### src/sv/ppt_pkg.sv
// Package for the pedal plausibility torque gate.
// Holds register indexes, reset values, fixed-point constants and the flag struct.
// No dependencies.
package ppt_pkg;

  typedef enum logic [2:0] {
    REG_APPS_TRAVEL_LIMIT  = 3'd0,
    REG_APPS_TIME_LIMIT    = 3'd1,
    REG_BSE_TIME_LIMIT     = 3'd2,
    REG_BPPC_TRIGGER_LEVEL = 3'd3,
    REG_BPPC_RELEASE_LEVEL = 3'd4,
    REG_TORQUE_FULL        = 3'd5,
    REG_TORQUE_SLOW        = 3'd6,
    REG_RAMP_SLOPE         = 3'd7
  } cfg_reg_t;

  localparam logic [7:0]  RST_APPS_TRAVEL_LIMIT  = 8'd25;
  localparam logic [31:0] RST_APPS_TIME_LIMIT    = 32'd100000;
  localparam logic [31:0] RST_BSE_TIME_LIMIT     = 32'd100000;
  localparam logic [7:0]  RST_BPPC_TRIGGER_LEVEL = 8'd64;
  localparam logic [7:0]  RST_BPPC_RELEASE_LEVEL = 8'd13;
  localparam logic [15:0] RST_TORQUE_FULL        = 16'd1000;
  localparam logic [15:0] RST_TORQUE_SLOW        = 16'd500;
  localparam logic [15:0] RST_RAMP_SLOPE         = 16'd1000;

  localparam logic [7:0]  LEVEL_LOW  = 8'd0;
  localparam logic [7:0]  LEVEL_HIGH = 8'd255;

  localparam logic [31:0] TIMER_MAX      = 32'hFFFF_FFFF;
  localparam logic [31:0] DECAY_FLOOR_US = 32'd1000;

  // floor(p / 254) for p below 2^24 equals (p * TRAVEL_RECIP) >> TRAVEL_SHIFT.
  localparam int          TRAVEL_SHIFT = 32;
  localparam logic [24:0] TRAVEL_RECIP = 25'd16909321;

  // floor(s / 1e6) equals ((s >> 6) * SLOPE_RECIP) >> SLOPE_SHIFT for 32-bit s.
  localparam int          SLOPE_PRESHIFT = 6;
  localparam int          SLOPE_SHIFT    = 40;
  localparam logic [26:0] SLOPE_RECIP    = 27'd70368745;

  typedef struct packed {
    logic enable;
    logic apps;
    logic bse;
    logic bppc;
    logic ramp;
  } flags_t;

endpackage

### src/sv/pedal_plausibility_torque_gate.sv
// Pedal plausibility torque gate: top level, four register stages.
// A beat accepted into the input register moves through the stage 1 and stage 2 registers to the output register.
// Throughput: one beat per cycle while out_ready holds no beat back; fault timers and latches close their loop in the
// first stage and last_torque in the fourth, so no beat waits on another.
// Reset (rst, synchronous): pipeline empty, state zero, registers to defaults.
// Depends on ppt_pkg.
module pedal_plausibility_torque_gate #(
  parameter int RAMP_SPEED = 100,
  parameter int APPS_DECAY = 1,
  parameter int BSE_DECAY  = 1
) (
  input  logic        clk,
  input  logic        rst,
  input  logic        cfg_we,
  input  logic [2:0]  cfg_index,
  input  logic [31:0] cfg_data,
  input  logic        in_valid,
  output logic        in_ready,
  input  logic [7:0]  accel_level_a,
  input  logic [7:0]  accel_level_b,
  input  logic [7:0]  brake_level,
  input  logic        brake_switch,
  input  logic        slow_gear,
  input  logic signed [15:0] shaft_rpm,
  input  logic        active,
  input  logic [15:0] elapsed_us,
  output logic        out_valid,
  input  logic        out_ready,
  output logic [15:0] torque_cmd,
  output logic        direction_cmd,
  output logic        drive_enable,
  output logic        apps_fault,
  output logic        bse_fault,
  output logic        bppc_fault
);

  localparam logic signed [15:0] SOFT_SPEED = 16'(RAMP_SPEED);
  localparam logic [31:0] APPS_K = 32'(APPS_DECAY);
  localparam logic [31:0] BSE_K  = 32'(BSE_DECAY);

  // Configuration registers.
  logic [7:0]  apps_travel_limit;
  logic [31:0] apps_time_limit;
  logic [31:0] bse_time_limit;
  logic [7:0]  bppc_trigger_level;
  logic [7:0]  bppc_release_level;
  logic [15:0] torque_full;
  logic [15:0] torque_slow;
  logic [15:0] ramp_slope;

  always_ff @(posedge clk) begin
    if (rst) begin
      apps_travel_limit  <= ppt_pkg::RST_APPS_TRAVEL_LIMIT;
      apps_time_limit    <= ppt_pkg::RST_APPS_TIME_LIMIT;
      bse_time_limit     <= ppt_pkg::RST_BSE_TIME_LIMIT;
      bppc_trigger_level <= ppt_pkg::RST_BPPC_TRIGGER_LEVEL;
      bppc_release_level <= ppt_pkg::RST_BPPC_RELEASE_LEVEL;
      torque_full        <= ppt_pkg::RST_TORQUE_FULL;
      torque_slow        <= ppt_pkg::RST_TORQUE_SLOW;
      ramp_slope         <= ppt_pkg::RST_RAMP_SLOPE;
    end else if (cfg_we) begin
      unique case (ppt_pkg::cfg_reg_t'(cfg_index))
        ppt_pkg::REG_APPS_TRAVEL_LIMIT:  apps_travel_limit  <= cfg_data[7:0];
        ppt_pkg::REG_APPS_TIME_LIMIT:    apps_time_limit    <= cfg_data;
        ppt_pkg::REG_BSE_TIME_LIMIT:     bse_time_limit     <= cfg_data;
        ppt_pkg::REG_BPPC_TRIGGER_LEVEL: bppc_trigger_level <= cfg_data[7:0];
        ppt_pkg::REG_BPPC_RELEASE_LEVEL: bppc_release_level <= cfg_data[7:0];
        ppt_pkg::REG_TORQUE_FULL:        torque_full        <= cfg_data[15:0];
        ppt_pkg::REG_TORQUE_SLOW:        torque_slow        <= cfg_data[15:0];
        ppt_pkg::REG_RAMP_SLOPE:         ramp_slope         <= cfg_data[15:0];
      endcase
    end
  end

  // Stage valids and flow control.
  logic s0_valid, s1_valid, s2_valid;
  logic out_free, s2_free, s1_free, s0_free;
  logic s0_fire, s1_fire, s2_fire;

  assign out_free = !out_valid || out_ready;
  assign s2_free  = !s2_valid || out_free;
  assign s1_free  = !s1_valid || s2_free;
  assign s0_free  = !s0_valid || s1_free;
  assign in_ready = s0_free;
  assign s0_fire  = s0_valid && s1_free;
  assign s1_fire  = s1_valid && s2_free;
  assign s2_fire  = s2_valid && out_free;

  always_ff @(posedge clk) begin
    if (rst) begin
      s0_valid  <= 1'b0;
      s1_valid  <= 1'b0;
      s2_valid  <= 1'b0;
      out_valid <= 1'b0;
    end else begin
      if (in_valid && in_ready) begin
        s0_valid <= 1'b1;
      end else if (s0_fire) begin
        s0_valid <= 1'b0;
      end
      if (s0_fire) begin
        s1_valid <= 1'b1;
      end else if (s1_fire) begin
        s1_valid <= 1'b0;
      end
      if (s1_fire) begin
        s2_valid <= 1'b1;
      end else if (s2_fire) begin
        s2_valid <= 1'b0;
      end
      if (s2_fire) begin
        out_valid <= 1'b1;
      end else if (out_ready) begin
        out_valid <= 1'b0;
      end
    end
  end

  // Stage 0: input register.
  logic [7:0]  la, lb, lbrk;
  logic        sw, slow, act;
  logic signed [15:0] speed;
  logic [15:0] dt;

  always_ff @(posedge clk) begin
    if (in_valid && in_ready) begin
      la    <= accel_level_a;
      lb    <= accel_level_b;
      lbrk  <= brake_level;
      sw    <= brake_switch;
      slow  <= slow_gear;
      speed <= shaft_rpm;
      act   <= active;
      dt    <= elapsed_us;
    end
  end

  // Plausibility state.
  logic [31:0] apps_timer, apps_timer_next;
  logic [31:0] bse_timer, bse_timer_next;
  logic        apps_latched, apps_latched_next;
  logic        bse_latched, bse_latched_next;
  logic        bppc_latched, bppc_latched_next;

  logic [7:0]  lmin, travel, diff, travel_chk;
  logic        apps_cond, bse_cond, apps_zero, bse_zero, bppc_zero;
  logic [32:0] apps_sum, bse_sum;
  logic [31:0] apps_dec, bse_dec;

  always_comb begin
    lmin      = (la < lb) ? la : lb;
    travel    = (lmin == ppt_pkg::LEVEL_LOW) ? 8'd0 : lmin - 8'd1;
    diff      = (la > lb) ? la - lb : lb - la;
    apps_cond = la == ppt_pkg::LEVEL_LOW || la == ppt_pkg::LEVEL_HIGH ||
                lb == ppt_pkg::LEVEL_LOW || lb == ppt_pkg::LEVEL_HIGH ||
                diff > apps_travel_limit;
    bse_cond  = lbrk == ppt_pkg::LEVEL_LOW || lbrk == ppt_pkg::LEVEL_HIGH;
    apps_sum  = {1'b0, apps_timer} + {17'd0, dt};
    bse_sum   = {1'b0, bse_timer} + {17'd0, dt};
    apps_dec  = APPS_K * {16'd0, dt};
    bse_dec   = BSE_K * {16'd0, dt};

    apps_timer_next   = apps_timer;
    apps_latched_next = apps_latched;
    bse_timer_next    = bse_timer;
    bse_latched_next  = bse_latched;
    bppc_latched_next = bppc_latched;
    apps_zero = 1'b0;
    bse_zero  = 1'b0;
    bppc_zero = 1'b0;

    if (apps_cond) begin
      if (apps_timer > apps_time_limit) begin
        apps_latched_next = 1'b1;
        apps_zero = 1'b1;
      end else begin
        apps_timer_next = apps_sum[32] ? ppt_pkg::TIMER_MAX : apps_sum[31:0];
      end
    end else if (apps_timer > ppt_pkg::DECAY_FLOOR_US) begin
      apps_timer_next = (apps_dec >= apps_timer) ? 32'd0 : apps_timer - apps_dec;
      apps_zero = 1'b1;
    end else begin
      apps_latched_next = 1'b0;
    end

    if (!apps_zero) begin
      if (bse_cond) begin
        if (bse_timer > bse_time_limit) begin
          bse_latched_next = 1'b1;
          bse_zero = 1'b1;
        end else begin
          bse_timer_next = bse_sum[32] ? ppt_pkg::TIMER_MAX : bse_sum[31:0];
        end
      end else if (bse_timer > ppt_pkg::DECAY_FLOOR_US) begin
        bse_timer_next = (bse_dec >= bse_timer) ? 32'd0 : bse_timer - bse_dec;
        bse_zero = 1'b1;
      end else begin
        bse_latched_next = 1'b0;
      end
    end

    if (!apps_zero && !bse_zero) begin
      if (bppc_latched) begin
        if (travel > bppc_release_level) begin
          bppc_zero = 1'b1;
        end else begin
          bppc_latched_next = 1'b0;
        end
      end else if (sw && travel > bppc_trigger_level) begin
        bppc_latched_next = 1'b1;
        bppc_zero = 1'b1;
      end
    end

    travel_chk = (apps_zero || bse_zero || bppc_zero) ? 8'd0 : travel;
  end

  always_ff @(posedge clk) begin
    if (rst) begin
      apps_timer   <= 32'd0;
      bse_timer    <= 32'd0;
      apps_latched <= 1'b0;
      bse_latched  <= 1'b0;
      bppc_latched <= 1'b0;
    end else if (s0_fire) begin
      apps_timer   <= apps_timer_next;
      bse_timer    <= bse_timer_next;
      apps_latched <= apps_latched_next;
      bse_latched  <= bse_latched_next;
      bppc_latched <= bppc_latched_next;
    end
  end

  // Stage 1: raw products.
  logic [23:0] s1_prod;
  logic [31:0] s1_slope_dt;
  ppt_pkg::flags_t s1_flags, s0_flags;

  always_comb begin
    s0_flags.apps   = apps_latched_next;
    s0_flags.bse    = bse_latched_next;
    s0_flags.bppc   = bppc_latched_next;
    s0_flags.enable = act && !apps_latched_next && !bse_latched_next &&
                      !bppc_latched_next;
    s0_flags.ramp   = speed < SOFT_SPEED;
  end

  always_ff @(posedge clk) begin
    if (s0_fire) begin
      s1_prod     <= travel_chk * (slow ? torque_slow : torque_full);
      s1_slope_dt <= ramp_slope * dt;
      s1_flags    <= s0_flags;
    end
  end

  // Stage 2: constant divisions by reciprocal multiplication.
  logic [48:0] travel_q;
  logic [52:0] slope_q;
  logic [25:0] slope_pre;
  logic [15:0] s2_torque;
  logic [12:0] s2_inc;
  ppt_pkg::flags_t s2_flags;

  assign slope_pre = s1_slope_dt[31:ppt_pkg::SLOPE_PRESHIFT];
  assign travel_q  = s1_prod * ppt_pkg::TRAVEL_RECIP;
  assign slope_q   = slope_pre * ppt_pkg::SLOPE_RECIP;

  always_ff @(posedge clk) begin
    if (s1_fire) begin
      s2_torque <= travel_q[ppt_pkg::TRAVEL_SHIFT +: 16];
      s2_inc    <= slope_q[ppt_pkg::SLOPE_SHIFT +: 13];
      s2_flags  <= s1_flags;
    end
  end

  // Stage 3: ramp limit and output register.
  logic [15:0] last_torque, last_torque_next;
  logic [16:0] lim_sum;
  logic [15:0] lim;

  always_comb begin
    lim_sum = {1'b0, last_torque} + {4'd0, s2_inc};
    lim = (lim_sum > {1'b0, torque_full}) ? torque_full : lim_sum[15:0];
    last_torque_next = s2_torque;
    if (s2_flags.ramp && s2_torque > lim) begin
      last_torque_next = lim;
    end
  end

  always_ff @(posedge clk) begin
    if (rst) begin
      last_torque <= 16'd0;
    end else if (s2_fire) begin
      last_torque <= last_torque_next;
    end
  end

  always_ff @(posedge clk) begin
    if (s2_fire) begin
      torque_cmd    <= s2_flags.enable ? last_torque_next : 16'd0;
      direction_cmd <= s2_flags.enable;
      drive_enable  <= s2_flags.enable;
      apps_fault    <= s2_flags.apps;
      bse_fault     <= s2_flags.bse;
      bppc_fault    <= s2_flags.bppc;
    end
  end

endmodule

### config.mk
export PLATFORM = sky130hd
export DESIGN_NAME = pedal_plausibility_torque_gate
export DESIGN_NICKNAME = d
export VERILOG_FILES = /design/src/sv/ppt_pkg.sv /design/src/sv/pedal_plausibility_torque_gate.sv
export SDC_FILE = /design/constraint.sdc
export NUM_CORES = 2
export LEC_CHECK = 0
export BUFFER_PORTS_ARGS = -buffer_cell sky130_fd_sc_hd__buf_4
export CELL_PAD_IN_SITES_DETAIL_PLACEMENT = 1
export CELL_PAD_IN_SITES_GLOBAL_PLACEMENT = 1
export CORE_MARGIN = 5
export CORE_UTILIZATION = 50
export CTS_CLUSTER_SIZE = 12
export DETAILED_ROUTE_END_ITERATION = 10
export HOLD_SLACK_MARGIN = 0.08
export PLACE_DENSITY_LB_ADDON = 0.1
export RECOVER_POWER = 25
export SYNTH_ARGS = -nofsm -noshare
export SYNTH_HDL_FRONTEND = slang
export SYNTH_SLANG_ARGS = --single-unit
### constraint.sdc
create_clock -name clk -period 16.55 [get_ports clk]
set_input_delay 0.8275 -clock clk [delete_from_list [all_inputs] [get_ports clk]]
set_output_delay 0.8275 -clock clk [all_outputs]
set_load 0.05 [all_outputs]
==> impl_metrics.tcl <==
set metrics [dict create \
    start_kind "register" \
    die_w_um 323 \
    pin_count 122 \
    final_common_cell "inv_1" \
    drive_above_1_share_pct 5.57 \
    synth_enable_flop_cells 166 \
    r2r_slack_ns 4.41 \
    whs_path_depth 1 \
    cts_resized 0 \
    synth.area.top_cells "fa_1, ha_1, edfxtp_1" \
    syn_nets 6852 \
    synth_area_per_cell_um2 9.00 \
    cpMaxStageDelayCell "a2111oi_4" \
    outcome "complete, but fails checks" \
    fin_skew_ns 0.0344 \
    root_buffer "clkbuf_16" \
    cts_made_buffers 51 \
    crit_path_end_kind "register" \
    async_reset_ff_share_pct 0 \
    vias 38873 \
    min-delay-start "accel_level_b[2]" \
    place.gp.congestion 0.902 \
    ys_types 86 \
    cts_setup_buffers 0 \
    slew_viol_final 229 \
    yosysWarnings 0 \
    slew_headroom_pct -159 \
    syn_area_mm2 0.0488 \
    rows 114 \
    fillers 11194 \
    grt_max_degree 77 \
    grt_pass1_wl_mm 234 \
    worst_ep_required_time_ns 16.94 \
    routed_wl_mm 147 \
    r2r_end "s1_prod[23]" \
    core_area_mm2 0.0969 \
    rsz0062_at_grt "false" \
    drtIter0Drc 2223 \
    wl_per_cell_um 21.8 \
    setup_viol 0 \
    grt.total_usage_pct 28.5 \
    clockBufferDepth 3 \
    critical_path_class "register to register" \
    crit_path_max_fanout 43 \
    failed_checks "max-capacitance violations, max-slew violations" \
    cts_sinks 389 \
    synthCells 5426 \
    grt_pass1_vias 42022 \
    reg2reg_depth 44 \
    worst_pin_slew_ns 3.88 \
    fmax_mhz 82.3 \
    routed_via_density 5.74 \
    ys_ff_latch 389 \
    layout_common_cells "inv_1, ha_1, nand2_1" \
    overflow 0 \
    dp_hpwl_mm 118 \
    postCtsHoldBufs 0 \
    clk_pin_slew_ns 0.07 \
    start_util_pct 50.4 \
    setup_tns_ns 0 \
    fin_crit_ns 12.14 \
    die-area_mm2 0.104 \
    cap_violations 5 \
    worst_ep_arrival_time_ns 12.53 \
    die_height_um 323 \
    hp-class "input pin to register" \
    nets 6879 \
    synthToLayoutAreaGrowth_pct 7.82 \
    cts_tree "built" \
    htree_levels 2 \
    ys.flop_type "dfxtp_1" \
    yosysTopAreaCellShare_pct 23.0 \
    cpPeakStageDelay_ns 0.61 \
    synth-seq-area-share_pct 19.3 \
    port_buffers 119 \
    finalHoldViolCount 0 \
    finalCritPeriodShare_pct 73.4 \
    drc_errors 0 \
    clock_latency_ns 0.65 \
    dr.pass1.iters 7 \
    reg2reg_from "la[0]" \
    synth.largest_area_cell "fa_1" \
    ant_nets 0 \
    hold_end "lb[2]" \
    grt_antenna_before_repair 7 \
]
[cells by family (layout without fill, tap and decap cells)]
family,count (synthesis),count (layout),synth area share (%)
adder cells (fa/ha/maj),1327,1327,42.6
other,0,6,0
buffers and inverters,1145,1215,8.89
flip-flops,389,389,19.3
AO/OA/AOI/OAI,924,924,12.1
AND/OR/NAND/NOR,1492,1492,14.2
multiplexers,58,58,1.22
XOR/XNOR,91,91,1.63
[Yosys cell counts (27+ instances only)]
cell	number
o211ai_1	39
nand2_1	584
nand2b_1	40
fa_1	560
dfxtp_1	223
o21a_1	64
mux2i_1	54
xnor2_1	67
nor2b_1	51
o21ai_0	156
clkbuf_1	176
edfxtp_1	166
a211oi_1	28
a21oi_1	315
inv_1	945
a21o_1	78
and2_1	103
nor3_1	86
nor2_1	332
nand3_1	106
nand4_1	62
ha_1	767
o21bai_1	27
[metal layers]
metal | vias up | part of all wire [%] | track usage [%]
met1 | 19566 | 44 | 37.5
met3 | 297 | 5.2 | 4.24
met4 | 0 | 3.9 | 10.0
li1 | 18050 | - | -
met2 | 960 | 47 | 48.1
met5 | - | 0 | 0
[sequential cells by signal, indices dropped and copies added (netlist names), 13 cells and up]
name	cells
apps_time_limit	32
apps_timer	32
bse_time_limit	32
bse_timer	32
s1_slope_dt	26
s1_prod	24
dt	16
last_torque	16
ramp_slope	16
s2_torque	16
torque_cmd	16
torque_full	16
torque_slow	16
speed	14
s2_inc	13
[stage by stage]
stage,cell area [um2],util (%),hold slack (ns),setup slack (ns),cells
final,52700,54.4,0.366,4.41,6778
after global routing,52700,54.4,0.331,3.54,6778
after CTS,52700,54.4,0.293,4.37,6772
after detailed placement,51000,52.7,0.406,4.45,6676
after global placement,51000,52.7,0.403,4.62,6676
after floorplan,48800,-,0.400,6.49,5426
[critical path: cells and delay by family (launching register included)]
family,cells,cell delay [ns]
adder cells (fa/ha/maj),8,3.22
buffers and inverters,7,0.97
XOR/XNOR,2,0.28
multiplexers,1,0.19
AO/OA/AOI/OAI,18,4.82
AND/OR/NAND/NOR,8,1.90
flip-flops,1,0.44
[area by class of cell]
class	instances	area, um2	share of cell area (%)
Clock inverter	30	260	0.494
Antenna cell	6	15.0	0.0285
Inverter	947	3550	6.75
Sequential cell	389	9450	17.9
Tap cell	1276	1600	3.03
Clock buffer	66	1430	2.71
Timing Repair Buffer	172	1270	2.42
Multi-Input combinational cell	3892	35100	66.6
[worst max-delay path by stage]
stage                     startpoint     endpoint  slack (ns)
after global placement         la[6]  s1_prod[23]        4.62
final                          la[0]  s1_prod[23]        4.41
after global routing           la[0]  s1_prod[23]        3.54
after CTS                      la[0]  s1_prod[23]        4.37
after detailed placement       la[0]  s1_prod[23]        4.45
after floorplan                la[0]  s1_prod[23]        6.49
Power is not shown: default switching activity piles up to over one toggle a cycle in this logic, so the estimate is an artifact.
